$ cat src/rtl/lpm_pkg.sv
// Package for the LIKE pattern matcher: request and result words, cell kinds,
// the links between cells and the pattern compiler status.
// No dependencies; every rtl file imports it.
package lpm_pkg;

	localparam int MAX_CELLS = 64;
	localparam int CNT_W     = $clog2(MAX_CELLS + 1);

	localparam logic [7:0] CH_UNDERSCORE = 8'h5F;
	localparam logic [7:0] CH_PERCENT    = 8'h25;
	localparam logic [7:0] CH_BACKSLASH  = 8'h5C;

	typedef enum logic [1:0] {
		REQ_APPEND  = 2'd0,
		REQ_SUBJECT = 2'd1,
		REQ_END     = 2'd2,
		REQ_CLEAR   = 2'd3
	} req_code_t;

	typedef enum logic [1:0] {
		KIND_LIT = 2'd0,
		KIND_ONE = 2'd1,
		KIND_RUN = 2'd2
	} cell_kind_t;

	typedef struct packed {
		req_code_t  req_type;
		logic [7:0] data_byte;
	} req_word_t;

	typedef struct packed {
		logic matched;
		logic pattern_overflow;
	} rsp_word_t;

	// cell write from the pattern compiler
	typedef struct packed {
		logic       en;
		cell_kind_t kind;
		logic [7:0] data;
	} cell_wr_t;

	// per-word control broadcast to every cell
	typedef struct packed {
		logic       restart;
		logic       step;
		logic [7:0] sub_byte;
		logic       cont;
	} cell_ctl_t;

	// left-to-right link: raw and closed activity of one position
	typedef struct packed {
		logic act;
		logic closed;
	} cell_link_t;

	typedef struct packed {
		logic [CNT_W-1:0] cell_count;
		logic             escape_pending;
		logic             overflow_seen;
	} pat_status_t;

endpackage

$ cat src/rtl/like_pattern_matcher.sv
// SQL LIKE matcher top level: pattern compiler, chain of cells and result
// buffer. Depends on lpm_pkg, lpm_compiler, lpm_cell and lpm_out_buf.
//
//  channel | direction | handshake       | word
//  req     | in        | req_valid/stall | req_type, data_byte
//  rsp     | out       | rsp_valid/stall | matched, pattern_overflow
//
// One request word per cycle of every type while req_stall is low; each
// cell updates its active bit in parallel, so a subject byte steps all cells.
// An end-of-subject word's result reaches rsp from the buffer's head register.
// req_stall rises only while two results wait in the output buffer.
// Reset empties the pattern and leaves only position zero active; cell
// contents are unknown until written and are never read past the count.
module like_pattern_matcher import lpm_pkg::*; (
	input  logic      clk,
	input  logic      arst_n,
	input  logic      req_valid,
	output logic      req_stall,
	input  req_word_t req,
	output logic      rsp_valid,
	input  logic      rsp_stall,
	output rsp_word_t rsp
);

	logic                 acc;
	logic                 is_append;
	logic                 is_subject;
	logic                 is_end;
	logic                 is_clear;
	pat_status_t          status;
	cell_wr_t             wr;
	cell_ctl_t            ctl;
	logic                 a0_q;
	cell_link_t           link [MAX_CELLS+1];
	logic [MAX_CELLS:0]   run_vec;
	logic [MAX_CELLS:0]   closed_vec;
	rsp_word_t            end_word;
	logic                 buf_full;

	assign acc        = req_valid & ~req_stall;
	assign is_append  = acc & (req.req_type == REQ_APPEND);
	assign is_subject = acc & (req.req_type == REQ_SUBJECT);
	assign is_end     = acc & (req.req_type == REQ_END);
	assign is_clear   = acc & (req.req_type == REQ_CLEAR);

	lpm_compiler u_compiler (
		.clk       (clk),
		.arst_n    (arst_n),
		.append    (is_append),
		.clear     (is_clear),
		.data_byte (req.data_byte),
		.status    (status),
		.wr        (wr)
	);

	assign ctl.restart  = is_append | is_end | is_clear;
	assign ctl.step     = is_subject;
	assign ctl.sub_byte = req.data_byte;
	assign ctl.cont     = (req.data_byte[7:6] == 2'b10);

	// position zero lives outside the chain
	always_ff @(posedge clk or negedge arst_n) begin
		if (!arst_n) begin
			a0_q <= 1'b1;
		end else if (ctl.restart) begin
			a0_q <= 1'b1;
		end else if (ctl.step) begin
			a0_q <= a0_q & run_vec[0];
		end
	end

	assign link[0].act    = a0_q;
	assign link[0].closed = a0_q;
	assign run_vec[MAX_CELLS] = 1'b0;

	genvar g;
	generate
		for (g = 0; g < MAX_CELLS; g++) begin : g_cell
			lpm_cell u_cell (
				.clk       (clk),
				.arst_n    (arst_n),
				.sel       (status.cell_count == CNT_W'(g)),
				.wr        (wr),
				.used      (CNT_W'(g) < status.cell_count),
				.ctl       (ctl),
				.left      (link[g]),
				.run_right (run_vec[g+1]),
				.right     (link[g+1]),
				.run_here  (run_vec[g])
			);
		end
		for (g = 0; g <= MAX_CELLS; g++) begin : g_closed
			assign closed_vec[g] = link[g].closed;
		end
	endgenerate

	assign end_word.matched = ~status.overflow_seen & ~status.escape_pending
		& closed_vec[status.cell_count];
	assign end_word.pattern_overflow = status.overflow_seen;

	lpm_out_buf u_out_buf (
		.clk       (clk),
		.arst_n    (arst_n),
		.push      (is_end),
		.push_word (end_word),
		.full      (buf_full),
		.rsp_valid (rsp_valid),
		.rsp_stall (rsp_stall),
		.rsp       (rsp)
	);

	assign req_stall = buf_full;

`ifndef ASSERT_OFF
	a_ovf_no_match: assert property (@(posedge clk) disable iff (!arst_n)
		rsp_valid && rsp.pattern_overflow |-> !rsp.matched)
		else $error("result flags overflow and match together");

	a_count_range: assert property (@(posedge clk) disable iff (!arst_n)
		status.cell_count <= CNT_W'(MAX_CELLS))
		else $error("cell count beyond capacity");

	a_restart_pos0: assert property (@(posedge clk) disable iff (!arst_n)
		ctl.restart |=> a0_q)
		else $error("position zero not active after restart");

	a_stall_has_rsp: assert property (@(posedge clk) disable iff (!arst_n)
		req_stall |-> rsp_valid)
		else $error("request stalled with no result pending");

	a_empty_step: assert property (@(posedge clk) disable iff (!arst_n)
		is_subject && status.cell_count == '0 |=> !a0_q)
		else $error("empty pattern kept a position active after a byte");
`endif

endmodule

$ cat src/rtl/lpm_cell.sv
// One pattern cell: holds its kind, literal byte and the activity of the
// position just after it. Depends on lpm_pkg.
module lpm_cell import lpm_pkg::*; (
	input  logic       clk,
	input  logic       arst_n,
	input  logic       sel,
	input  cell_wr_t   wr,
	input  logic       used,
	input  cell_ctl_t  ctl,
	input  cell_link_t left,
	input  logic       run_right,
	output cell_link_t right,
	output logic       run_here
);

	cell_kind_t kind_q;
	logic [7:0] byte_q;
	logic       act_q;
	logic       is_lit;
	logic       is_one;
	logic       is_run;
	logic       nxt;

	always_ff @(posedge clk) begin
		if (sel && wr.en) begin
			kind_q <= wr.kind;
			byte_q <= wr.data;
		end
	end

	always_comb begin
		is_lit = 1'b0;
		is_one = 1'b0;
		is_run = 1'b0;
		unique case (kind_q)
			KIND_LIT: is_lit = used;
			KIND_ONE: is_one = used;
			KIND_RUN: is_run = used;
			default: ;
		endcase
	end

	// a run cell lets activity pass over it without consuming a byte
	assign right.act    = act_q;
	assign right.closed = act_q | (left.act & is_run);
	assign run_here     = is_run;

	always_comb begin
		nxt = (is_lit & left.closed & (byte_q == ctl.sub_byte))
			| (is_one & left.closed & ~ctl.cont)
			| (is_one & right.closed & ctl.cont)
			| (run_right & right.closed);
	end

	always_ff @(posedge clk or negedge arst_n) begin
		if (!arst_n) begin
			act_q <= 1'b0;
		end else if (ctl.restart) begin
			act_q <= 1'b0;
		end else if (ctl.step) begin
			act_q <= nxt;
		end
	end

endmodule

$ cat src/rtl/lpm_compiler.sv
// Pattern compiler: turns appended pattern bytes into cell writes, tracks
// escape, run collapse, cell count and overflow. Depends on lpm_pkg.
module lpm_compiler import lpm_pkg::*; (
	input  logic        clk,
	input  logic        arst_n,
	input  logic        append,
	input  logic        clear,
	input  logic [7:0]  data_byte,
	output pat_status_t status,
	output cell_wr_t    wr
);

	logic [CNT_W-1:0] count_q;
	logic             esc_q;
	logic             ovf_q;
	logic             last_run_q;
	logic             want;
	logic             set_esc;
	logic             room;
	cell_kind_t       kind;
	logic [7:0]       data;

	assign room = count_q < CNT_W'(MAX_CELLS);

	always_comb begin
		want    = 1'b0;
		set_esc = 1'b0;
		kind    = KIND_LIT;
		data    = data_byte;
		if (append) begin
			if (esc_q) begin
				want = 1'b1;
			end else begin
				case (data_byte)
					CH_BACKSLASH: set_esc = 1'b1;
					CH_PERCENT: begin
						// collapse a run that directly follows a run
						want = ~last_run_q;
						kind = KIND_RUN;
						data = 8'h00;
					end
					CH_UNDERSCORE: begin
						want = 1'b1;
						kind = KIND_ONE;
						data = 8'h00;
					end
					default: want = 1'b1;
				endcase
			end
		end
	end

	assign wr.en   = want & room;
	assign wr.kind = kind;
	assign wr.data = data;

	always_ff @(posedge clk or negedge arst_n) begin
		if (!arst_n) begin
			count_q    <= '0;
			esc_q      <= 1'b0;
			ovf_q      <= 1'b0;
			last_run_q <= 1'b0;
		end else if (clear) begin
			count_q    <= '0;
			esc_q      <= 1'b0;
			ovf_q      <= 1'b0;
			last_run_q <= 1'b0;
		end else if (append) begin
			esc_q <= set_esc;
			if (want) begin
				if (room) begin
					count_q    <= count_q + CNT_W'(1);
					last_run_q <= (kind == KIND_RUN);
				end else begin
					ovf_q <= 1'b1;
				end
			end
		end
	end

	assign status.cell_count     = count_q;
	assign status.escape_pending = esc_q;
	assign status.overflow_seen  = ovf_q;

endmodule

$ cat src/rtl/lpm_out_buf.sv
// Two-entry result buffer (output register plus skid) between the matcher
// and the result channel. Depends on lpm_pkg.
module lpm_out_buf import lpm_pkg::*; (
	input  logic      clk,
	input  logic      arst_n,
	input  logic      push,
	input  rsp_word_t push_word,
	output logic      full,
	output logic      rsp_valid,
	input  logic      rsp_stall,
	output rsp_word_t rsp
);

	logic      head_v_q;
	logic      skid_v_q;
	rsp_word_t head_q;
	rsp_word_t skid_q;
	logic      pop;

	assign pop = head_v_q & ~rsp_stall;

	always_ff @(posedge clk or negedge arst_n) begin
		if (!arst_n) begin
			head_v_q <= 1'b0;
			skid_v_q <= 1'b0;
		end else if (pop) begin
			if (skid_v_q) begin
				skid_v_q <= push;
			end else begin
				head_v_q <= push;
			end
		end else if (push) begin
			if (head_v_q) begin
				skid_v_q <= 1'b1;
			end else begin
				head_v_q <= 1'b1;
			end
		end
	end

	always_ff @(posedge clk) begin
		if (pop) begin
			if (skid_v_q) begin
				head_q <= skid_q;
				if (push) begin
					skid_q <= push_word;
				end
			end else if (push) begin
				head_q <= push_word;
			end
		end else if (push) begin
			if (head_v_q) begin
				skid_q <= push_word;
			end else begin
				head_q <= push_word;
			end
		end
	end

	assign full      = skid_v_q;
	assign rsp_valid = head_v_q;
	assign rsp       = head_q;

endmodule
$ cat config.mk
export PLATFORM = sky130hd
export DESIGN_NAME = like_pattern_matcher
export DESIGN_NICKNAME = d
export VERILOG_FILES = /design/src/rtl/lpm_pkg.sv /design/src/rtl/like_pattern_matcher.sv /design/src/rtl/lpm_cell.sv /design/src/rtl/lpm_compiler.sv /design/src/rtl/lpm_out_buf.sv
export SDC_FILE = /design/constraint.sdc
export NUM_CORES = 1
export LEC_CHECK = 0
export BUFFER_PORTS_ARGS = -buffer_cell sky130_fd_sc_hd__buf_2
export CAP_MARGIN = 40
export CORE_MARGIN = 2
export CORE_UTILIZATION = 31
export CTS_CLUSTER_SIZE = 24
export DETAILED_ROUTE_END_ITERATION = 10
export PLACE_DENSITY_LB_ADDON = 0.2
export SYNTH_ARGS = -nofsm -noshare
export SYNTH_HDL_FRONTEND = slang
export SYNTH_SLANG_ARGS = --single-unit
$ cat constraint.sdc
create_clock -name clk -period 9.72 [get_ports clk]
set_input_delay 0.486 -clock clk [delete_from_list [all_inputs] [get_ports clk]]
set_output_delay 0.486 -clock clk [all_outputs]
set_load 0.01 [all_outputs]
Word-level counts from Yosys, hierarchy flattened
Index checks and enable logic that the tools add are counted.
{"block": "totals", "mem_bits_ro": 0, "memories": 0, "inputBits": 14, "ff_bits": 721, "elab_cells": 1830, "output_inout_bits": 4, "mem_bits_rw": 0, "latchBits": 0}
{"block": "classes", "n_eq_ne": 268, "addsub": 1, "div": 0, "n_mul": 0, "n_bitwise": 783, "magnitude_cmp": 66, "shifts": 0, "reduce_logical": 144, "mux": 365}
{"operator": "$and A1 B1 Y1", "count": 520}
{"operator": "$eq A8 B8 Y1", "count": 64}
{"operator": "$mux W1", "count": 344}
{"operator": "$or A1 B1 Y1", "count": 257}
{"operator": "$eq A7 B6 Y1 const B", "count": 32}
{"operator": "$lt A6 B7 Y1 const A", "count": 32}
{"operator": "$eq A2 B2 Y1 const B", "count": 68}
{"operator": "$eq A2 B1 Y1 const B", "count": 65}
{"operator": "$logic_not A2 Y1", "count": 65}
{"operator": "$eq A7 B5 Y1 const B", "count": 16}
{"operator": "$lt A5 B7 Y1 const A", "count": 16}
{"operator": "$logic_and A1 B1 Y1", "count": 64}
{"operator": "$eq A7 B4 Y1 const B", "count": 8}
{"operator": "$lt A4 B7 Y1 const A", "count": 8}
{"operator": "$eq A7 B3 Y1 const B", "count": 4}
{"operator": "$lt A3 B7 Y1 const A", "count": 4}
{"operator": "$mux W7", "count": 4}
{"operator": "$mux W8", "count": 3}
{"operator": "$mux W2", "count": 11}
{"operator": "$eq A8 B7 Y1 const B", "count": 2}
{"operator": "$eq A7 B2 Y1 const B", "count": 2}
{"operator": "$lt A1 B7 Y1 const A", "count": 2}
{"operator": "$lt A2 B7 Y1 const A", "count": 2}
{"operator": "$reduce_bool A2 Y1", "count": 7}
{"operator": "other kinds (16)", "count": 27}

Logic depth before layout (Yosys ltp)
Gate-level depths: netlist (run 1).
{"block": "logic_depth", "word_depth": 11, "mapped_depth": 11, "mapped_depth_nobuf": 7}

Modules after synthesis
A second synthesis (run 1) with hierarchy kept.
{"block": "hier_totals", "cells_unflattened": 2812, "area_unflattened_um2": 35964.5}
{"mod": "lpm_cell", "area_per_inst_um2": 520.5, "n_inst": 64, "seq_area_each_um2": 325.3, "cells_per_inst": 38}
{"mod": "like_pattern_matcher", "area_per_inst_um2": 1675.4, "n_inst": 1, "seq_area_each_um2": 26.3, "cells_per_inst": 279}
{"mod": "lpm_compiler", "area_per_inst_um2": 723.2, "n_inst": 1, "seq_area_each_um2": 250.2, "cells_per_inst": 83}
{"mod": "lpm_out_buf", "area_per_inst_um2": 254.0, "n_inst": 1, "seq_area_each_um2": 170.2, "cells_per_inst": 18}

Worst setup path after synthesis (run 1)
No wires, ideal clock.
{"block": "synth_timing", "path_kind": "in2reg", "start": "in req[0] (netlist name)", "end": "reg g_cell[0].u_cell.byte_q[0] (data pin)", "setup_time_ns": 0.440, "required_time_ns": 9.280, "path_stages": 7, "setup_slack_ns": 4.319, "arrival_ns": 4.962, "n_path_buf": 3, "cell_sequence": "clkbuf_1 -> buf_2 -> buf_1 -> nand2_1 -> nor3_1 -> nor2_1 -> and2_1"}
{"element": "from (decl)", "line": "like_pattern_matcher.sv:19", "source": "input req_word_t req,"}
{"element": "to (signal assigned)", "line": "lpm_cell.sv:27", "source": "byte_q <= wr.data;"}
{"element": "to (decl)", "line": "lpm_cell.sv:17", "source": "logic [7:0] byte_q;"}

Final worst setup path (run 1)
{"block": "layout_timing", "start": "reg u_compiler.count_q[6]", "end": "reg u_out_buf.head_q (netlist bit u_out_buf.rsp[1]) (data pin)"}
{"block": "layout_via", "elab_chain_len": 10, "word_cells_on_any_way": 264, "cone_classes": "64 x order compare; 71 x mux; 129 x bitwise"}
{"element": "from (decl)", "line": "lpm_compiler.sv:13", "source": "logic [CNT_W-1:0] count_q;"}
{"element": "from (signal assigned)", "line": "lpm_compiler.sv:72", "source": "count_q <= count_q + CNT_W'(1);"}
{"element": "$lt A1 B7 Y1, or another cell as far along", "line": "like_pattern_matcher.sv:84", "source": ".used (CNT_W'(g) < status.cell_count),"}
{"element": "$mux W1", "line": "lpm_cell.sv:35", "source": "unique case (kind_q)"}
{"element": "$and A1 B1 Y1", "line": "lpm_cell.sv:45", "source": "assign right.closed = act_q | (left.act & is_run);"}
{"element": "$or A1 B1 Y1", "line": "lpm_cell.sv:45"}
{"element": "$bmux W1 S7 (*)", "line": "like_pattern_matcher.sv:98", "source": "& closed_vec[status.cell_count];"}
{"element": "$mux W1 (implied by the code) (*)", "line": "like_pattern_matcher.sv:98"}
{"element": "$and A1 B1 Y1 (*)", "line": "like_pattern_matcher.sv:98"}
{"element": "$mux W2 (on tied branches)", "line": "lpm_out_buf.sv:52, lpm_out_buf.sv:48"}
{"element": "$mux W2 (on tied branches)", "line": "lpm_out_buf.sv:51, lpm_out_buf.sv:43"}
{"element": "$mux W2 (*)", "line": "lpm_out_buf.sv:42", "source": "if (pop) begin"}
{"element": "to (signal assigned)", "line": "lpm_out_buf.sv:44", "source": "head_q <= skid_q;"}
{"element": "to (signal assigned)", "line": "lpm_out_buf.sv:49", "source": "head_q <= push_word;"}
{"element": "to (signal assigned)", "line": "lpm_out_buf.sv:55", "source": "head_q <= push_word;"}
{"element": "to (decl)", "line": "lpm_out_buf.sv:16", "source": "rsp_word_t head_q;"}
Mark *: on every way between the ends. The rest lies on a longest branch, timed or not. The select of a mux whose other input is x is not followed.
A chain may end at the register's enable or synchronous reset.

==> reports/metrics.cfg, run 1 <==
[finish]
nets = 2607
drive_above_1_share = 0.0983
areaGrowthSynthToFinish_pct = 13.9
fin_area_mm2 = 0.0382

[logic_synthesis]
synth_most_common_cell = edfxtp_1
yosys-top-cells-count = 644 x edfxtp_1, 429 x xnor2_1, 145 x nor2_1
synth-seq-cells = 721
ys_top_cells_by_area = edfxtp_1 58%, xnor2_1 11%, dfrtp_1 5.7%
synthArstFlopShare = 0.107
syn_inst = 2555
synth_cell_type_count = 91
synth_top_area_share = 0.577
syn_area_mm2 = 0.0335
yosys_warnings = 0
syn_area_per_cell_um2 = 13.1
syn_nets = 2573
synth_flop_cell = edfxtp_1
yosysSeqAreaShare = 0.635
yosys.area.top_type = edfxtp_1
synth-edff-count = 644

[clock_network]
cts-root-buf = clkbuf_16
cts_max_level = 3
path_clk_slew_ns = 0.06
post-cts-setup-buffers = 0
cts_buffer_depth = 3
clock-sinks = 721
cts_tree = yes
numCtsBuffers = 80
clk_latency_ns = 0.66

[die]
die-area_mm2 = 0.111
rows = 120
die_width_um = 333
pin_count = 18
coreArea_mm2 = 0.107
initial_core_util = 0.313
die_h_um = 333

[power_and_ir_drop]
p_leak_nw = 11.7
power_switching_mw = 1.95
p_int_mw = 5.42
seq_power_share = 0.463
p_per_area_mw_per_mm2 = 193
p_sw_frac = 0.265
power_mw = 7.37
pwr-share-clk = 0.426
peakVddDrop_v = 0.000130
p_comb_frac = 0.111

[route]
routed_via_density = 5.46
route.detailed.drc = 0
avgRoutedWirePerCell_um = 26.9
drt_iter0_markers = 2459
first_pass_iters = 7
num_vias = 22200
wirelength_um = 109000
ant_nets = 0

[place]
place_worst_setup_slack_ns = 5.56
io_buffer_count = 17
dpl_cell_area_mm2 = 0.0354
place_hpwl_um = 67300
place.gp.congestion = 0.906

[sta]
worstMarginPinSlew_ns = 0.978
max_freq_ghz = 0.243
fin_crit_ns = 4.11
skew_ns = 0.0553
rsz0062_at_grt = false
finalSetupViolCount = 0
maxSlewHeadroom = 0.348
fin_crit_sh = 0.423
fin_tns_setup_ns = 0
finalMaxSlewViolations = 0
setup_ws_ns = 5.61
hold_viol = 0

[global_routing]
track_usage = 0.195
grt_pass1_vias = 22000
gr-total-overflow = 0
grt_antenna_before_repair = 3
grt_max_degree = 62
grt_pass1_wl_um = 158000

[setup_path]
worst_setup_path_end_kind = flip-flop
arrival_ns = 4.53
crit_fanout = 21
crit_path_cell_trace = buf_4 > or3_1 > a31oi_1 > a311o_1 > a2111oi_0 > nor4bb_1 > o221ai_1 > o31ai_2
cp_data_required_time_ns = 10.15
cp-start-kind = flip-flop
slowest_delay_ns = 0.81
worst_path_max_delay_cell = dfrtp_1
startpoint = u_compiler.count_q[6]
criticalPathCategory = flip-flop to flip-flop
reg2reg_from = u_compiler.count_q[6]

[run_status]
status = finished, final reports clean

[job]
cap_violations = 0

[hold_path]
hp-start = rsp_stall
hp-class = input port to flip-flop

==> worst max-delay path, delay by kind of cell (launching register included) <==
| family | cells | cell delay, ns |
|---|---|---|
| compound gates | 5 | 1.72 |
| flops | 1 | 0.81 |
| buf+inv | 1 | 0.43 |
| simple gates | 2 | 0.89 |
==> repair_timing <==
| action | CTS | global route |
|---|---|---|
| gates resized for setup | 0 | 0 |
| hold buffers | 1 | 0 |
| endpoints found under the hold margin | 21 | 0 |
==> worst paths after layout <==
kind	depth (start not counted)	endpoint	slack [ns]
max	8	u_out_buf.rsp[1]	5.61
min	3	u_out_buf.full	0.17
max reg2reg	8	u_out_buf.rsp[1]	5.61
min reg2reg	1	g_cell[63].u_cell.act_q	0.45
max in group asynchronous	4	g_cell[51].u_cell.act_q	8.49
min in group asynchronous	2	u_out_buf.rsp_valid	0.30
==> power groups by stage <==
stage                     logic [mW]  clock network, mW  registers (mW)
after floorplan                0.441                  0            3.47
after global placement         0.774                  0            3.48
after detailed placement       0.797                  0            3.48
after CTS                      0.801               3.20            3.41
after global routing           0.846               3.33            3.41
final                          0.816               3.14            3.42
==> metal layers <==
metal | up-vias | share of wire | GRT usage | routed length [um]
li1 | 9701 | - | - | -
met1 | 11400 | 0.44 | 0.269 | 47600
met2 | 905 | 0.46 | 0.308 | 50300
met3 | 190 | 0.069 | 0.0360 | 7530
met4 | 0 | 0.033 | 0.0655 | 3640
met5 | - | 0 | 0 | 0
==> layout make-up <==
type | instances | area [um^2]
Inverter | 41 | 154
Tap cell | 1403 | 1760
Antenna cell | 1 | 2.50
Timing Repair Buffer | 85 | 723
Fill cell | 10300 | 69100
Clock inverter | 51 | 629
Sequential cell | 721 | 21300
Multi-Input combinational cell | 1660 | 11500
Clock buffer | 97 | 2130
==> sequential cells by signal, indices dropped and copies added (netlist names) <==
name / cells
u_out_buf.rsp_valid: 1
u_out_buf.rsp: 2
u_compiler.ovf_q: 1
u_out_buf.skid_q: 2
g_cell.u_cell.byte_q: 512
u_compiler.last_run_q: 1
a0_q: 1
g_cell.u_cell.act_q: 64
g_cell.u_cell.kind_q: 128
u_compiler.count_q: 7
u_compiler.esc_q: 1
u_out_buf.full: 1
==> cell usage in the layout (no fill, tap or decap), drive strengths merged, types with 9 or more instances in the layout <==
cell type / synthesis / layout
a21o: 12 / 12
and2: 16 / 16
nand3b: 16 / 16
nand2b: 19 / 19
or3: 10 / 10
o21ai: 69 / 69
nand4: 111 / 111
nand3: 32 / 32
a32oi: 11 / 11
o22ai: 24 / 24
xor2: 86 / 86
xnor2: 429 / 429
o32ai: 18 / 18
clkinv: 1 / 34
a211oi: 12 / 12
inv: 40 / 42
and3b: 9 / 9
nor2b: 25 / 25
a21oi: 119 / 119
nor3b: 25 / 25
dfrtp: 76 / 76
a31oi: 44 / 44
a22o: 41 / 41
o31ai: 13 / 13
bufinv: 0 / 9
nor4: 33 / 33
buf: 90 / 83
clkbuf: 43 / 97
edfxtp: 644 / 644
nand2: 107 / 107
or4: 13 / 13
nor3: 71 / 71
nor2: 148 / 148
==> metrics by stage <==
step | hold slack [ns] | util | std cells
after floorplan | 0.190 | - | 2555
after global placement | 0.434 | 0.328 | 3889
after detailed placement | 0.435 | 0.330 | 3907
after CTS | 0.137 | 0.356 | 4056
after global routing | 0.168 | 0.356 | 4058
final | 0.173 | 0.356 | 4059
==> cell families after synthesis <==
kind of cell             synth area share
AO/OA/AOI/OAI                      0.0957
XOR/XNOR                            0.135
adder cells (fa/ha/maj)           0.00149
buffers and inverters              0.0240
flip-flops                          0.635
multiplexers                      0.00157
AND/OR/NAND/NOR                     0.108
No activity file was read; power rests on OpenSTA's default activity.
==> run 2: changes to the inputs <==
==> constraint.sdc (replaced) <==
create_clock -name clk -period 3.8 [get_ports clk]
set_input_delay 0.19 -clock clk [delete_from_list [all_inputs] [get_ports clk]]
set_output_delay 0.19 -clock clk [all_outputs]
set_load 0.01 [all_outputs]
==> run 2 against run 1 <==
Combinational power is 150% higher. Count of clock-buffer cells in the layout rose by 11. Highest routed layer is now met5. Critical endpoint is now g_cell[40].u_cell.byte_q[7]. Critical path type is now input port to flip-flop. Final cell count rose by 1.5%. Clock power rose by 140%. First-iteration DRC count down 22%. Clock skew shrank 0.016 ns. Sequential share of layout area decreased by 0.55 points. Register-to-register slack worse by 5.0 ns. Critical path depth increased by 2. Non-clock buffer count is 58 higher.
==> reports/metrics.cfg, run 2 (synthesis results as in run 1) <==
[run_status]
status = finished, final reports clean

[power_and_ir_drop]
pwr-share-clk = 0.409  ; -0.017
p_int_mw = 13.6  ; +150%
seq_power_share = 0.480  ; +0.017
peakVddDrop_v = 0.000346  ; +170%
power_mw = 18.2  ; +150%
p_leak_nw = 12.0  ; +2.2%
p_per_area_mw_per_mm2 = 473  ; +140%
power_switching_mw = 4.67  ; +140%
p_comb_frac = 0.111  ; about the same
p_sw_frac = 0.256  ; -0.00853

[die]
initial_core_util = 0.313  ; unchanged
rows = 120  ; unchanged
coreArea_mm2 = 0.107  ; unchanged
die-area_mm2 = 0.111  ; unchanged
die_width_um = 333  ; unchanged
die_h_um = 333  ; unchanged
pin_count = 18  ; unchanged

[route]
avgRoutedWirePerCell_um = 26.7  ; -0.74%
ant_nets = 0  ; unchanged
drt_iter0_markers = 1930  ; -22%
route.detailed.drc = 0  ; unchanged
first_pass_iters = 5  ; -2
routed_via_density = 5.43  ; -0.56%
wirelength_um = 110000  ; +0.70%
num_vias = 22400  ; +0.89%

[sta]
fin_crit_sh = 0.850
maxSlewHeadroom = 0.360  ; +0.0118
max_freq_ghz = 0.309
skew_ns = 0.0395  ; -0.0158 ns
finalMaxSlewViolations = 0  ; unchanged
finalSetupViolCount = 0  ; unchanged
fin_crit_ns = 3.23
rsz0062_at_grt = false
worstMarginPinSlew_ns = 0.957  ; -0.0212 ns
fin_tns_setup_ns = 0  ; unchanged
hold_viol = 0  ; unchanged

[global_routing]
gr-total-overflow = 0  ; unchanged
grt_antenna_before_repair = 4  ; +1
grt_pass1_vias = 22200  ; +0.63%
grt_pass1_wl_um = 159000  ; +0.30%
grt_max_degree = 66  ; +6.5%
track_usage = 0.195  ; +0.000382

[finish]
areaGrowthSynthToFinish_pct = 15.0
top_register = g_cell.u_cell.byte_q
fin_area_mm2 = 0.0385  ; +1.0%
most-common-layout-cells = 644 x edfxtp_1, 429 x xnor2_1, 143 x nor2_1, 118 x a21oi_1, 111 x nand4_1
final_common_cell = edfxtp_1
post-route-util = 0.359  ; +0.00357
largest_reg_flops = 512  ; unchanged
nets = 2667  ; +2.3%
top_regs = g_cell.u_cell.byte_q: 512 flops, g_cell.u_cell.kind_q: 128 flops, g_cell.u_cell.act_q: 64 flops
finalNonFillerCells = 4118  ; +1.5%
drive_above_1_share = 0.107  ; +0.00855

[clock_network]
path_clk_slew_ns = 0.06  ; about the same
cts-root-buf = clkbuf_16
numCtsBuffers = 82  ; +2.5%
cts_max_level = 3  ; unchanged
cts_buffer_depth = 3  ; unchanged
clk_latency_ns = 0.67  ; about the same
post_cts_resized = 0  ; unchanged
clock-sinks = 721  ; unchanged
cts_tree = yes

[setup_path]
worst_setup_path_end_kind = flip-flop
criticalPathCategory = input port to flip-flop
cp_data_required_time_ns = 4.07  ; -6.08 ns
arrival_ns = 3.50  ; -1.03 ns
cp-start-kind = input port
crit_fanout = 16  ; -24%

[place]
dpl_cell_area_mm2 = 0.0360  ; +1.6%
place_hpwl_um = 70100  ; +4.3%
dp.cells = 3960  ; +1.4%
place.gp.congestion = 0.935  ; +3.2%
io_buffer_count = 17  ; unchanged

[job]
cap_violations = 0  ; unchanged

[hold_path]
hp-class = input port to flip-flop

-- run 2: cell types whose count changed in the layout (fill, tap and decap cells not counted), sizes merged --
cell	previous run	this run
clkdlybuf4s15	1	0
dlygate4sd3	1	8
clkinvlp	7	5
clkinv	34	33
clkbuf	97	108
buf	83	135
bufinv	9	2
-- run 2: final timing paths --
kind,start,to,slack [ns],depth (start not counted)
max reg2reg,u_out_buf.full,g_cell[40].u_cell.byte_q[7],0.58,6
min reg2reg,g_cell[63].u_cell.kind_q[1],g_cell[63].u_cell.act_q,0.46,1
max in group asynchronous,arst_n,g_cell[27].u_cell.act_q,2.90,3
min,req[9],u_out_buf.rsp_valid,0.07,4
min in group asynchronous,arst_n,g_cell[21].u_cell.act_q,0.18,3
max,req[1],g_cell[40].u_cell.byte_q[7],0.57,10
-- run 2: critical path, stage by stage --
cell and delay (ns):
dlygate4sd3_1 0.54, buf_4 0.17, nor2_1 0.05, dlygate4sd3_1 0.56, nand4_1 0.12, a21oi_1 0.13, nor3_2 0.12, buf_4 0.24
nand2_1 0.46, nor2_1 0.91
-- run 2: timing repair --
action / in CTS / in global routing
hold endpoints to repair: 85 / 0
setup buffers: 0 / 0
hold buffers: 8 / 0
setup endpoints to repair: 0 / 0
-- run 2: power by group through the flow --
stage / sequential (mW) / clock (mW) / combinational, mW
after global routing: 8.75 / 7.94 / 2.14
after CTS: 8.75 / 7.65 / 2.02
after global placement: 8.91 / 0 / 1.95
final: 8.75 / 7.46 / 2.03
after detailed placement: 8.91 / 0 / 2.00
after floorplan: 8.88 / 0 / 1.13
-- run 2: stage by stage --
stage / hold slack [ns] / setup WS, ns
2_1_floorplan: -0.106 / 0.119
3_3_place_gp: 0.391 / 0.608
3_5_place_dp: 0.0566 / 0.619
4_1_cts: 0.0207 / 0.609
5_1_grt: 0.0741 / 0.422
6_report: 0.0715 / 0.569
-- run 2: routing by layer --
metal	track usage	vias up	wire, um
li1	-	9820	-
met1	0.271	11600	49500
met2	0.318	795	51700
met3	0.0283	158	5790
met4	0.0534	2	2810
met5	0	-	8
-- run 2: final cells by class --
| class | instances | area (um^2) |
|---|---|---|
| repair buffers | 143 | 1360 |
| clock inverters | 41 | 267 |
| multi-input cells | 1660 | 11500 |
| well taps | 1403 | 1760 |
| diodes | 1 | 2.50 |
| inverters | 41 | 154 |
| clock buffers | 108 | 2230 |
| flip-flops and latches | 721 | 21300 |
| fillers | 10300 | 68700 |
